## config.mk

```make
export PLATFORM = sky130hd
export DESIGN_NAME = generational_slot_pool
export DESIGN_NICKNAME = d
export VERILOG_FILES = /design/src/sv/gsp_pkg.sv /design/src/sv/gsp_ctrl.sv /design/src/sv/gsp_datapath.sv /design/src/sv/generational_slot_pool.sv
export SDC_FILE = /design/constraint.sdc
export NUM_CORES = 1
export LEC_CHECK = 0
export BUFFER_PORTS_ARGS = -buffer_cell sky130_fd_sc_hd__buf_4
export CAP_MARGIN = 20
export CORE_UTILIZATION = 56
export CTS_CLUSTER_SIZE = 40
export DETAILED_ROUTE_END_ITERATION = 7
export PLACE_DENSITY = 0.77
export SETUP_SLACK_MARGIN = 0.2
export SLEW_MARGIN = 20
export SYNTH_ARGS = -nofsm -noshare
export SYNTH_HDL_FRONTEND = slang
export SYNTH_SLANG_ARGS = --single-unit
```

## constraint.sdc

```tcl
create_clock -name clk -period 5.6 [get_ports clk]
set_input_delay 0.28 -clock clk [delete_from_list [all_inputs] [get_ports clk]]
set_output_delay 0.28 -clock clk [all_outputs]
set_load 0.005 [all_outputs]
```

## src/sv/gsp_pkg.sv

```systemverilog
// ----------------------------------------------------------------------------
// gsp_pkg
// Shared constants, command codes and control types of the slot pool.
// ----------------------------------------------------------------------------
package gsp_pkg;

  localparam int SLOT_COUNT_DEF = 16;

  localparam logic [31:0] SEED_MUL = 32'h9E3779B9;

  localparam int IN_DATA_W  = 48;
  localparam int IN_USER_W  = 3;
  localparam int OUT_DATA_W = 88;

  localparam logic [2:0] MODE_CREATE      = 3'd0;
  localparam logic [2:0] MODE_PLAY        = 3'd1;
  localparam logic [2:0] MODE_STOP        = 3'd2;
  localparam logic [2:0] MODE_REPLAY      = 3'd3;
  localparam logic [2:0] MODE_DESTROY     = 3'd4;
  localparam logic [2:0] MODE_QUERY       = 3'd5;
  localparam logic [2:0] MODE_TICK        = 3'd6;
  localparam logic [2:0] MODE_DESTROY_ALL = 3'd7;

  typedef struct packed {
    logic accept;
    logic exec;
    logic load_out;
  } ctrl_cmd_t;

endpackage

```

## src/sv/gsp_ctrl.sv

```systemverilog
// ----------------------------------------------------------------------------
// gsp_ctrl
// Sequencer of the slot pool: accepts one item, steps the datapath through
// the update and count cycles, and owns the output valid flag.
// ----------------------------------------------------------------------------
module gsp_ctrl (
  input  logic                clk,
  input  logic                rst,
  input  logic                s_tvalid,
  output logic                s_tready,
  output logic                m_tvalid,
  input  logic                m_tready,
  output gsp_pkg::ctrl_cmd_t  cmd
);
  import gsp_pkg::*;

  localparam logic [1:0] ST_IDLE = 2'd0;
  localparam logic [1:0] ST_EXEC = 2'd1;
  localparam logic [1:0] ST_DONE = 2'd2;

  logic [1:0] state;
  logic [1:0] state_next;
  logic       out_free;

  assign s_tready     = (state == ST_IDLE);
  assign out_free     = !m_tvalid || m_tready;
  assign cmd.accept   = s_tvalid && s_tready;
  assign cmd.exec     = (state == ST_EXEC);
  assign cmd.load_out = (state == ST_DONE) && out_free;

  always_comb begin
    state_next = state;
    unique case (state)
      ST_IDLE: begin
        if (cmd.accept) begin
          state_next = ST_EXEC;
        end
      end
      ST_EXEC: begin
        state_next = ST_DONE;
      end
      ST_DONE: begin
        if (out_free) begin
          state_next = ST_IDLE;
        end
      end
      default: begin
        state_next = ST_IDLE;
      end
    endcase
  end

  always_ff @(posedge clk) begin
    if (rst) begin
      state    <= ST_IDLE;
      m_tvalid <= 1'b0;
    end else begin
      state <= state_next;
      if (cmd.load_out) begin
        m_tvalid <= 1'b1;
      end else if (m_tready) begin
        m_tvalid <= 1'b0;
      end
    end
  end

endmodule

```

## src/sv/gsp_datapath.sv

```systemverilog
// ----------------------------------------------------------------------------
// gsp_datapath
// Slot flags, id memory, allocation search, seed multiplier and the output
// register of the slot pool.
// ----------------------------------------------------------------------------
module gsp_datapath #(
  parameter int SLOT_COUNT = gsp_pkg::SLOT_COUNT_DEF
) (
  input  logic                            clk,
  input  logic                            rst,
  input  gsp_pkg::ctrl_cmd_t              cmd,
  input  logic [gsp_pkg::IN_DATA_W-1:0]   in_data,
  input  logic [gsp_pkg::IN_USER_W-1:0]   in_user,
  output logic [gsp_pkg::OUT_DATA_W-1:0]  out_data
);
  import gsp_pkg::*;

  localparam int IDX_W = $clog2(SLOT_COUNT);
  localparam int CNT_W = $clog2(SLOT_COUNT + 1);

  logic [15:0]           id_mem [SLOT_COUNT];
  logic [15:0]           rd_id;

  logic [2:0]            mode;
  logic [7:0]            idx;
  logic [15:0]           hid;
  logic                  def_present;
  logic                  continuous;
  logic [15:0]           fin;

  logic [SLOT_COUNT-1:0] used;
  logic [SLOT_COUNT-1:0] playing;
  logic [SLOT_COUNT-1:0] owned;
  logic [SLOT_COUNT-1:0] cont;
  logic [15:0]           next_id;

  logic [SLOT_COUNT-1:0] used_next;
  logic [SLOT_COUNT-1:0] playing_next;
  logic [SLOT_COUNT-1:0] owned_next;
  logic [SLOT_COUNT-1:0] cont_next;
  logic [15:0]           next_id_next;

  logic                  ok;
  logic [3:0]            oslot;
  logic [15:0]           oid;
  logic [31:0]           seed;
  logic                  qplay;
  logic                  qown;
  logic                  restart;
  logic [15:0]           freed16;

  logic                  ok_next;
  logic [3:0]            oslot_next;
  logic [15:0]           oid_next;
  logic [31:0]           seed_next;
  logic                  qplay_next;
  logic                  qown_next;
  logic                  restart_next;
  logic [15:0]           freed16_next;

  logic [IDX_W-1:0]      alloc_idx;
  logic                  found;
  logic                  do_alloc;
  logic [IDX_W-1:0]      hidx;
  logic                  hvalid;
  logic [31:0]           prod;
  logic [16:0]           id_inc;
  logic [SLOT_COUNT-1:0] freeing;
  logic [SLOT_COUNT-1:0] freed;
  logic [SLOT_COUNT+15:0] fin_pad;
  logic [SLOT_COUNT-1:0] fin_vec;
  logic [SLOT_COUNT+15:0] freed_pad;
  logic [CNT_W-1:0]      alive;
  logic [CNT_W-1:0]      active;

  always_ff @(posedge clk) begin
    if (cmd.accept) begin
      mode        <= in_user[2:0];
      idx         <= in_data[7:0];
      hid         <= in_data[23:8];
      def_present <= in_data[24];
      continuous  <= in_data[25];
      fin         <= in_data[41:26];
      rd_id       <= id_mem[in_data[IDX_W-1:0]];
    end
    if (cmd.exec && do_alloc) begin
      id_mem[alloc_idx] <= next_id;
    end
  end

  always_comb begin
    alloc_idx = '0;
    for (int i = SLOT_COUNT - 1; i >= 0; i--) begin
      if (!used[i]) begin
        alloc_idx = IDX_W'(i);
      end
    end
  end

  assign found    = !(&used);
  assign do_alloc = (mode == MODE_CREATE || mode == MODE_PLAY) && def_present && found;
  assign hidx     = idx[IDX_W-1:0];
  assign hvalid   = (idx < 8'(SLOT_COUNT)) && (hid != 16'd0) && used[hidx]
                    && (rd_id == hid);
  assign prod     = 32'(next_id) * SEED_MUL;
  assign id_inc   = {1'b0, next_id} + 17'd1;
  assign freeing  = used & ~playing & ~owned;
  assign fin_pad  = {{SLOT_COUNT{1'b0}}, fin};
  assign fin_vec  = fin_pad[SLOT_COUNT-1:0];
  assign freed_pad = {16'd0, freed};

  always_comb begin
    used_next     = used;
    playing_next  = playing;
    owned_next    = owned;
    cont_next     = cont;
    next_id_next  = next_id;
    ok_next       = 1'b0;
    oslot_next    = '0;
    oid_next      = '0;
    seed_next     = '0;
    qplay_next    = 1'b0;
    qown_next     = 1'b0;
    restart_next  = 1'b0;
    freed         = '0;
    unique case (mode)
      MODE_CREATE, MODE_PLAY: begin
        if (do_alloc) begin
          used_next[alloc_idx]    = 1'b1;
          cont_next[alloc_idx]    = continuous;
          owned_next[alloc_idx]   = (mode == MODE_CREATE);
          playing_next[alloc_idx] = (mode == MODE_PLAY);
          next_id_next = (id_inc[15:0] == 16'd0) ? 16'd1 : id_inc[15:0];
          ok_next      = 1'b1;
          oslot_next   = 4'(alloc_idx);
          oid_next     = next_id;
          seed_next    = prod;
        end
      end
      MODE_STOP: begin
        if (hvalid) begin
          ok_next             = 1'b1;
          playing_next[hidx]  = 1'b0;
        end
      end
      MODE_REPLAY: begin
        if (hvalid) begin
          ok_next             = 1'b1;
          playing_next[hidx]  = 1'b1;
          restart_next        = 1'b1;
        end
      end
      MODE_DESTROY: begin
        if (hvalid) begin
          ok_next           = 1'b1;
          owned_next[hidx]  = 1'b0;
          if (cont[hidx]) begin
            playing_next[hidx] = 1'b0;
          end
        end
      end
      MODE_QUERY: begin
        if (hvalid) begin
          ok_next    = 1'b1;
          qplay_next = playing[hidx];
          qown_next  = owned[hidx];
        end
      end
      MODE_TICK: begin
        freed        = freeing;
        used_next    = used & ~freeing;
        owned_next   = owned & ~freeing;
        playing_next = playing & ~freeing & ~(used & fin_vec);
      end
      MODE_DESTROY_ALL: begin
        freed        = used;
        used_next    = '0;
        owned_next   = '0;
        playing_next = '0;
      end
      default: begin
        freed = '0;
      end
    endcase
    freed16_next = freed_pad[15:0];
  end

  always_ff @(posedge clk) begin
    if (rst) begin
      used    <= '0;
      playing <= '0;
      owned   <= '0;
      cont    <= '0;
      next_id <= 16'd1;
    end else if (cmd.exec) begin
      used    <= used_next;
      playing <= playing_next;
      owned   <= owned_next;
      cont    <= cont_next;
      next_id <= next_id_next;
    end
  end

  always_ff @(posedge clk) begin
    if (cmd.exec) begin
      ok      <= ok_next;
      oslot   <= oslot_next;
      oid     <= oid_next;
      seed    <= seed_next;
      qplay   <= qplay_next;
      qown    <= qown_next;
      restart <= restart_next;
      freed16 <= freed16_next;
    end
  end

  always_comb begin
    alive  = '0;
    active = '0;
    for (int i = 0; i < SLOT_COUNT; i++) begin
      alive  = alive + CNT_W'(used[i]);
      active = active + CNT_W'(used[i] & playing[i]);
    end
  end

  always_ff @(posedge clk) begin
    if (cmd.load_out) begin
      out_data <= {6'd0, freed16, 5'(active), 5'(alive), restart, qown, qplay,
                   seed, oid, oslot, ok};
    end
  end

endmodule

```

## src/sv/generational_slot_pool.sv

```systemverilog
// ----------------------------------------------------------------------------
// generational_slot_pool
// Pool of slots handed out through generational handles (slot plus id).
// ----------------------------------------------------------------------------
// Channel  Direction  Handshake            Payload
// s_*      in         s_tvalid / s_tready  tuser: mode; tdata: handle, flags, mask
// m_*      out        m_tvalid / m_tready  tdata: status, allocation, counts, mask
//
// Each item steps through the accept with the id memory read, the state
// update with the seed multiply, then the slot count and the output load.
// A new item is accepted while a finished result waits in the output register.
// A stalled output holds the next result in the count cycle.
// Reset is synchronous and empties the pool; the id memory needs no clearing.
// ----------------------------------------------------------------------------
module generational_slot_pool #(
  parameter int SLOT_COUNT = gsp_pkg::SLOT_COUNT_DEF
) (
  input  logic                            clk,
  input  logic                            rst,
  input  logic                            s_tvalid,
  output logic                            s_tready,
  // [7:0] slot_index, [23:8] handle_id, [24] def_present, [25] continuous,
  // [41:26] finished_mask
  input  logic [gsp_pkg::IN_DATA_W-1:0]   s_tdata,
  // [2:0] mode
  input  logic [gsp_pkg::IN_USER_W-1:0]   s_tuser,
  output logic                            m_tvalid,
  input  logic                            m_tready,
  // [0] ok, [4:1] out_slot, [20:5] out_handle_id, [52:21] seed, [53] is_playing,
  // [54] is_owned, [55] restart, [60:56] alive_count, [65:61] active_count,
  // [81:66] freed_mask
  output logic [gsp_pkg::OUT_DATA_W-1:0]  m_tdata
);
  import gsp_pkg::*;

  ctrl_cmd_t cmd;

  gsp_ctrl u_ctrl (
    .clk      (clk),
    .rst      (rst),
    .s_tvalid (s_tvalid),
    .s_tready (s_tready),
    .m_tvalid (m_tvalid),
    .m_tready (m_tready),
    .cmd      (cmd)
  );

  gsp_datapath #(
    .SLOT_COUNT (SLOT_COUNT)
  ) u_datapath (
    .clk      (clk),
    .rst      (rst),
    .cmd      (cmd),
    .in_data  (s_tdata),
    .in_user  (s_tuser),
    .out_data (m_tdata)
  );

endmodule

```

==> results of run 1 <==
==> how the worst max path moves through the flow <==
| stage | cells after the start | to |
|---|---|---|
| 3_5_place_dp | 18 | u_datapath.seed[28]$_SDFFCE_PN0N_ |
| 6_report | 16 | u_datapath.seed[29]$_SDFFCE_PN0N_ |
| 4_1_cts | 17 | u_datapath.seed[29]$_SDFFCE_PN0N_ |
| 3_3_place_gp | 18 | u_datapath.seed[30]$_SDFFCE_PN0N_ |
| 2_1_floorplan | 16 | u_datapath.seed[28]$_SDFFCE_PN0N_ |
| 5_1_grt | 16 | u_datapath.seed[29]$_SDFFCE_PN0N_ |
==> worst max-delay path: stages, from the launching register on <==
cell and delay [ns]:
dfxtp_4 0.37, fa_2 0.64, inv_1 0.09, fa_1 0.46, fa_1 0.55, inv_1 0.06, fa_1 0.56, fa_1 0.43
fa_1 0.45, ha_1 0.31, nor3_2 0.23, o21ai_0 0.17, a32oi_1 0.21, o211ai_1 0.22, a221oi_2 0.31, xor2_1 0.18
nor2_1 0.05
==> cells in the mapped netlist (5+ instances only) <==
master    number  area, um2
a21o_1         7       52.6
nand2b_1      21        131
or2_2          7       43.8
buf_2         14       70.1
o21ai_0       44        220
nand4_1       14       87.6
nand2_1       81        304
o21a_1        14        105
mux4_2        96       2160
clkbuf_1      67        251
buf_1         15       56.3
edfxtp_1     465      14000
fa_1         168       3360
o41ai_1        5       43.8
nor2_1       121        454
inv_1        246        923
a21oi_1       88        440
nand3_1       27        135
dfxtp_1       83       1660
buf_4          9       67.6
and3_1         5       31.3
a31oi_1       28        175
nor4_1        21        131
a211oi_1      10       75.1
a32o_1         9       90.1
nor3_1        51        255
a311oi_1       8       70.1
o31ai_1       40        300
a32oi_1        7       61.3
o21ai_1        5       25.0
mux2i_1       18        180
o31a_1        10       87.6
a311oi_2       9        135
ha_1         121       1510
xor2_1        31        272
xnor2_1       40        350
nor2b_1       12       75.1
and2_1        27        169
==> per-stage QoR <==
stage	power (mW)	instances	setup TNS (ns)
6_report	8.66	3087	0
2_1_floorplan	4.90	2121	0
3_3_place_gp	5.08	2922	0
4_1_cts	8.68	3078	0
5_1_grt	8.90	3087	-0.374
3_5_place_dp	5.09	2922	-0.0397
==> report_power, final <==
| group | leakage, nW | switching, mW | internal (mW) |
|---|---|---|---|
| registers | 5.04 | 0.0549 | 4.47 |
| logic | 6.99 | 0.304 | 0.216 |
| clock network | 0.875 | 1.62 | 2.00 |
| total | 12.9 | 1.98 | 6.69 |
==> routing by layer <==
metal	share of wire [%]	wire length (um)	track usage, %
met1	39	31400	40.6
met2	49	39800	50.6
met3	7.2	5860	4.97
met4	5.1	4180	14.0
met5	0.016	13	0
==> kinds of logic (layout without fill, tap and decap cells) <==
group / Yosys count / after routing
other: 1 / 6
adders and majority gates: 289 / 289
and+or+nand+nor: 402 / 402
muxes: 117 / 117
buffers and inverters: 358 / 644
xor gates and xnor gates: 71 / 71
DFF: 548 / 548
AOI/OAI and AO/OA: 330 / 330
==> cell usage in the layout (no fill, tap or decap), types with 8 or more instances in the layout <==
cell / instances
edfxtp_1: 465
buf_4: 245
fa_1: 157
inv_2: 8
and2_1: 25
nor3_1: 44
ha_1: 101
o21a_1: 13
clkinv_2: 12
clkbuf_8: 10
dfxtp_2: 8
o21ai_0: 41
fa_2: 11
clkbuf_1: 20
a21oi_1: 83
inv_1: 238
nand3_1: 27
nor2_1: 117
nand4_1: 14
a32o_1: 9
o31a_1: 10
dfxtp_1: 69
xor2_1: 31
nor2b_1: 11
mux2i_1: 18
a311oi_2: 9
a311oi_1: 8
nand2_1: 80
a31oi_1: 28
nand2b_1: 21
xnor2_1: 40
ha_4: 16
nor4_2: 12
nor4_1: 9
dlygate4sd3_1: 42
clkbuf_16: 56
mux4_2: 96
o31ai_1: 38
==> timing repair <==
item | 4_1_cts | 5_1_grt
hold buffers | 42 | 0
endpoints found under the hold margin | 42 | 0
pin swaps | 32 | 47
buffers inserted | 10 | 9
setup endpoints to repair | 10 | 14
gates resized for setup | 35 | 48
==> cell type report <==
| type | instances | area, um2 |
|---|---|---|
| Clock inverter | 18 | 163 |
| Sequential cell | 548 | 15700 |
| Fill cell | 3572 | 17200 |
| Clock buffer | 86 | 1610 |
| Tap cell | 680 | 851 |
| Timing Repair Buffer | 292 | 2320 |
| Inverter | 248 | 933 |
| Multi-Input combinational cell | 1215 | 12700 |
==> summary.txt, run 1 <==
Run status
  • Status: finished clean

Flow run
  • Max_cap viols: 0

Global route
  • Initial antenna violation count: 3
  • Number of global-route vias before repair: 19.3k
  • Grt total ovfl: 0
  • First-pass GRT wire length: 120 mm
  • Total track usage: 30.8%
  • Pin count of the biggest net entering global routing: 68

Yosys
  • Synthesized area: 29200 um2
  • Register area share after synthesis: 53.5%
  • Synth Area in Adders: 16.7%
  • Synth Area in XOR/XNOR: 2.13%
  • Yosys warnings: 0
  • Mux contribution to synthesized area: 8.24%
  • Syn avg cell area: 13.8 um2
  • Main combinational cell family by area after synthesis: adder cells
  • Syn Inst Count: 2116
  • Compound-gate portion of the synthesized area: 7.86%
  • Number of flops mapped to enable cells by yosys: 465
  • Synth Area in Simple Gates: 6.62%
  • Post-synth ARST share: 0%
  • Library cells used by synthesis: 77
  • Top FF cell, synth: edfxtp_1
  • Yosys reg bits: 548

Cells and area
  • Nets: 2704
  • Layout cell share with drive strength beyond 1: 23.1%
  • Biggest register: u_datapath.id_mem
  • Max reg flops: 256
  • Design Area, Final: 34200 um2
  • N_diodes: 0
  • Area grow syn2layout: 17.2%
  • Util after Layout: 66.6%
  • Biggest regs: u_datapath.id_mem (256), u_datapath.out_data (79), u_datapath.seed (32)

Clock network
  • Clock transition at path regs: 0.06 ns
  • Clock Latency Late Sink: 0.64 ns
  • TritonCTS clock tree: done
  • Clock Root Buffer: clkbuf_16
  • CTS Sinks: 548
  • Max Root-Sink Buffers: 3
  • CTS Buf Count: 55
  • H-tree levels: 2

Routing
  • Via density: 6.17
  • Final wirelength: 81.2 mm
  • Via Count: 19.1k
  • Pre-antenna DRT Iters: 6
  • WL/cell: 26.3 um
  • Initial DRC Count: 2046
  • # DRC: 0
  • Post-route ant nets: 0

Hold path
  • Hold path endpoint: u_ctrl.state[0]$_SDFFE_PP0P_
  • Worst hold stages: 2
  • Hold Crit Class: in -> reg
  • Hold_sp: rst

Placement
  • Post-DP Area: 31500 um2
  • IO Port Bufs: 132
  • DPL Wire Length: 53.8 mm
  • Final RePlAce weighted congestion: 0.962
  • Placement Setup Slack: -0.0251 ns

STA
  • Final hold violations: 0
  • Setup Skew: 0.0347 ns
  • Final setup violation count: 0
  • Slew Limit Fails: 0
  • FMAX: 180 MHz
  • Fin crit share: 98.9%
  • Tmin final: 5.54 ns
  • Max_slew headroom: 29.5%
  • Fin Hold WS: 0.0999 ns
  • Final worst slack: 0.0598 ns
  • RSZ-0062 raised after global routing: yes
  • Worst slew pin tran: 1.06 ns

Power and ir drop
  • Leakage power: 12.9 nW
  • Worst VDD drop: 0.222 mV
  • PD cells: 253 nW/um2

Setup path
  • Crit path DAT: 5.91 ns
  • Reg2reg setup slack: 0.06 ns
  • CP endpoint kind: flip-flop
  • CP Class: reg -> reg
  • Worst Setup SP: u_datapath.next_id[1]$_SDFFE_PP0P_
  • CP max FO: 6
  • Required @ worst endpoint: 5.97 ns
  • R2r startpoint: u_datapath.next_id[1]$_SDFFE_PP0P_
  • Reg-to-reg endpoint: u_datapath.seed[29]$_SDFFCE_PN0N_
  • FF-to-FF path depth: 16
  • Startpoint types: flip-flop

Floorplanning
  • Die Y: 230 um
  • I/O pin total: 145
  • Initial Util: 56.8%
  • Full die area: 53100 um2
  • Core area: 51400 um2
  • Die Wd: 230 um
  • Row Count: 83
Note: power is estimated with default switching activity, not from simulation.
==> run 2, diff against run 1 <==
Settings changed: MAX_ROUTING_LAYER set to met4.
==> run 2 against run 1 <==
  * Die area unchanged
  * Highest routed layer is now met4
  * Clock-buffer cell count decreased by 15
  * Final cell count unchanged
  * Critical path type unchanged
  * Clock power increased by 7.5%
  * Critical path depth increased by 1
  * Sequential cell count unchanged
==> summary.txt, run 2 (synthesis gave the netlist of run 1 again) <==
Cells and area
  • Register Area: 15700 um2 (about the same)
  • Area grow syn2layout: 17.3% (about the same)
  • Layout cell share with drive strength beyond 1: 23.1% (about the same)
  • Layout fillers: 3569 (-0.084%)
  • Commonest non-fill, non-tap cells in the layout: 465 x edfxtp_1, 241 x buf_4, 234 x inv_1
  • Biggest register: u_datapath.id_mem
  • Biggest regs: u_datapath.id_mem (256), u_datapath.out_data (79), u_datapath.seed (32)
  • Multi-input logic area: 12600 um2 (-0.83%)
  • Commonest non-fill, non-tap cell in the layout: edfxtp_1
  • Design Area, Final: 34200 um2 (about the same)
  • Max reg flops: 256 (unchanged)
  • Nets: 2701 (-0.11%)

STA
  • Max_slew headroom: 22.0% (-7.5 points)
  • Fin Setup TNS: 0 ns (unchanged)
  • Setup Skew: 0.0270 ns (-0.00763 ns)
  • Fin crit share: 99.0% (+0.10 points)
  • FMAX: 180 MHz (-0.10%)
  • Final hold violations: 0 (unchanged)
  • Final worst slack: 0.0540 ns (-0.00578 ns)
  • RSZ-0062 raised after global routing: yes
  • Tmin final: 5.55 ns (+0.00578 ns)
  • Worst slew pin tran: 1.16 ns (+0.106 ns)
  • Slew Limit Fails: 0 (unchanged)
  • Final setup violation count: 0 (unchanged)

Floorplanning
  • Die Wd: 230 um (unchanged)
  • Row Count: 83 (unchanged)
  • Full die area: 53100 um2 (unchanged)
  • Core area: 51400 um2 (unchanged)
  • Initial Util: 56.8% (unchanged)
  • I/O pin total: 145 (unchanged)
  • Die Y: 230 um (unchanged)

Power and ir drop
  • Worst VDD drop: 0.216 mV (-2.9%)
  • PD cells: 261 nW/um2 (+3.1%)
  • Pwr Total: 8.94 mW (+3.2%)
  • Leakage power: 12.9 nW (about the same)

Routing
  • Final wirelength: 80.9 mm (-0.44%)
  • Pre-antenna DRT Iters: 6 (unchanged)
  • WL/cell: 26.2 um (-0.44%)
  • Via Count: 19.4k (+1.5%)
  • Post-route ant nets: 0 (unchanged)
  • Initial DRC Count: 2078 (+1.6%)
  • Via density: 6.27 (+1.5%)
  • # DRC: 0 (unchanged)

Setup path
  • Startpoint types: flip-flop
  • FF-to-FF path depth: 17 (+1)
  • CP endpoint kind: flip-flop
  • R2r startpoint: u_datapath.next_id[1]$_SDFFE_PP0P_
  • Reg2reg setup slack: 0.05 ns (about the same)
  • Reg-to-reg endpoint: u_datapath.seed[27]$_SDFFCE_PN0N_
  • CP Class: reg -> reg
  • CP max FO: 5 (-1)
  • Required @ worst endpoint: 5.96 ns (about the same)
  • Crit path DAT: 5.91 ns (about the same)

Clock network
  • CTS Sinks: 548 (unchanged)
  • Max Root-Sink Buffers: 3 (unchanged)
  • CTS Buf Count: 56 (+1.8%)
  • Clock transition at path regs: 0.06 ns (about the same)
  • TritonCTS clock tree: done
  • Clock Latency Late Sink: 0.63 ns (about the same)
  • Clock Root Buffer: clkbuf_16
  • H-tree levels: 2 (unchanged)

Hold path
  • Hold_sp: s_tdata[3]
  • Hold path endpoint: u_datapath.idx[3]$_DFFE_PP_
  • Hold Crit Class: in -> reg
  • Worst hold stages: 1 (-1)

Placement
  • Final RePlAce weighted congestion: 0.991 (+3.0%)
  • Post-DP Area: 31500 um2 (about the same)
  • Placement Setup Slack: -0.0756 ns (-0.0505 ns)
  • DPL Wire Length: 52.8 mm (-1.9%)
  • IO Port Bufs: 132 (unchanged)

Flow run
  • Max_cap viols: 0 (unchanged)

Global route
  • Grt total ovfl: 0 (unchanged)
  • Number of global-route vias before repair: 19.8k (+2.8%)
  • Total track usage: 31.9% (+1.1 points)
  • Pin count of the biggest net entering global routing: 78 (+15%)
  • Initial antenna violation count: 3 (unchanged)
  • First-pass GRT wire length: 121 mm (+0.87%)

Run status
  • Status: finished clean
[run 2: cell types whose count changed in the layout (fill, tap and decap cells not counted), moves of 5 or more]
cell,previous run,this run
bufinv_16,0,7
ha_1,101,106
clkbuf_1,20,11
inv_2,8,13
clkinv_1,1,8
clkbuf_8,10,1
ha_4,16,11
[run 2: per-layer routing]
layer | track usage, % | up-vias | wire length (um)
met5 | - | - | 0
met4 | 14.5 | 0 | 4130
met3 | 6.03 | 260 | 6790
met2 | 50.2 | 1075 | 39400
met1 | 40.4 | 9805 | 30500
li1 | - | 8211 | -
[run 2: worst max path at each step]
stage                                             from                           endpoint  slack, ns  cells after the start
finish              u_datapath.next_id[1]$_SDFFE_PP0P_  u_datapath.seed[27]$_SDFFCE_PN0N_       0.05                     17
global route        u_datapath.next_id[1]$_SDFFE_PP0P_  u_datapath.seed[31]$_SDFFCE_PN0N_      -0.10                     18
CTS                 u_datapath.next_id[6]$_SDFFE_PP0P_  u_datapath.seed[31]$_SDFFCE_PN0N_       0.02                     17
detailed placement  u_datapath.next_id[4]$_SDFFE_PP0P_  u_datapath.seed[28]$_SDFFCE_PN0N_      -0.08                     18
global placement    u_datapath.next_id[4]$_SDFFE_PP0P_  u_datapath.seed[29]$_SDFFCE_PN0N_       0.07                     17
floorplan           u_datapath.next_id[4]$_SDFFE_PP0P_  u_datapath.seed[28]$_SDFFCE_PN0N_       0.21                     16
[run 2: timing repair]
action,CTS,global route
pin swaps,33,28
gates resized for setup,38,43
hold buffers,42,0
hold endpoints to repair,42,0
buffers inserted,10,7
endpoints found under the setup margin,10,12
[run 2: area by class of cell]
| class | count | area share, % |
|---|---|---|
| clock inverter | 34 | 1.11 |
| multi-input combinational | 1215 | 36.8 |
| clock buffer | 71 | 4.47 |
| inverter | 248 | 2.72 |
| antenna | 3 | 0.0219 |
| sequential | 548 | 45.7 |
| timing repair buffer | 288 | 6.70 |
| tap | 680 | 2.48 |
[run 2: per-stage QoR]
stage | std cells | utilization (%) | hold slack (ns)
detailed placement | 2920 | 61.2 | 0.405
global placement | 2920 | 61.2 | 0.402
floorplan | 2121 | - | 0.379
CTS | 3077 | 66.2 | 0.0763
global route | 3086 | 66.6 | 0.0866
finish | 3087 | 66.6 | 0.115
[run 2: critical path, cell delays in order (launching register included)]
cell,delay (ns)
dfxtp_4,0.37
fa_2,0.66
ha_1,0.28
fa_1,0.50
fa_1,0.51
fa_1,0.49
inv_1,0.05
fa_1,0.50
inv_1,0.09
ha_4,0.31
nand2_1,0.06
a32oi_1,0.28
a41oi_2,0.09
buf_4,0.19
o211ai_1,0.42
o21ai_0,0.24
xor2_1,0.19
nor2_1,0.05
[run 2: report_power, final]
| part | switching (mW) | internal (mW) |
|---|---|---|
| sequential | 0.0548 | 4.47 |
| clock | 1.62 | 2.27 |
| combinational | 0.308 | 0.214 |
| total | 1.98 | 6.96 |
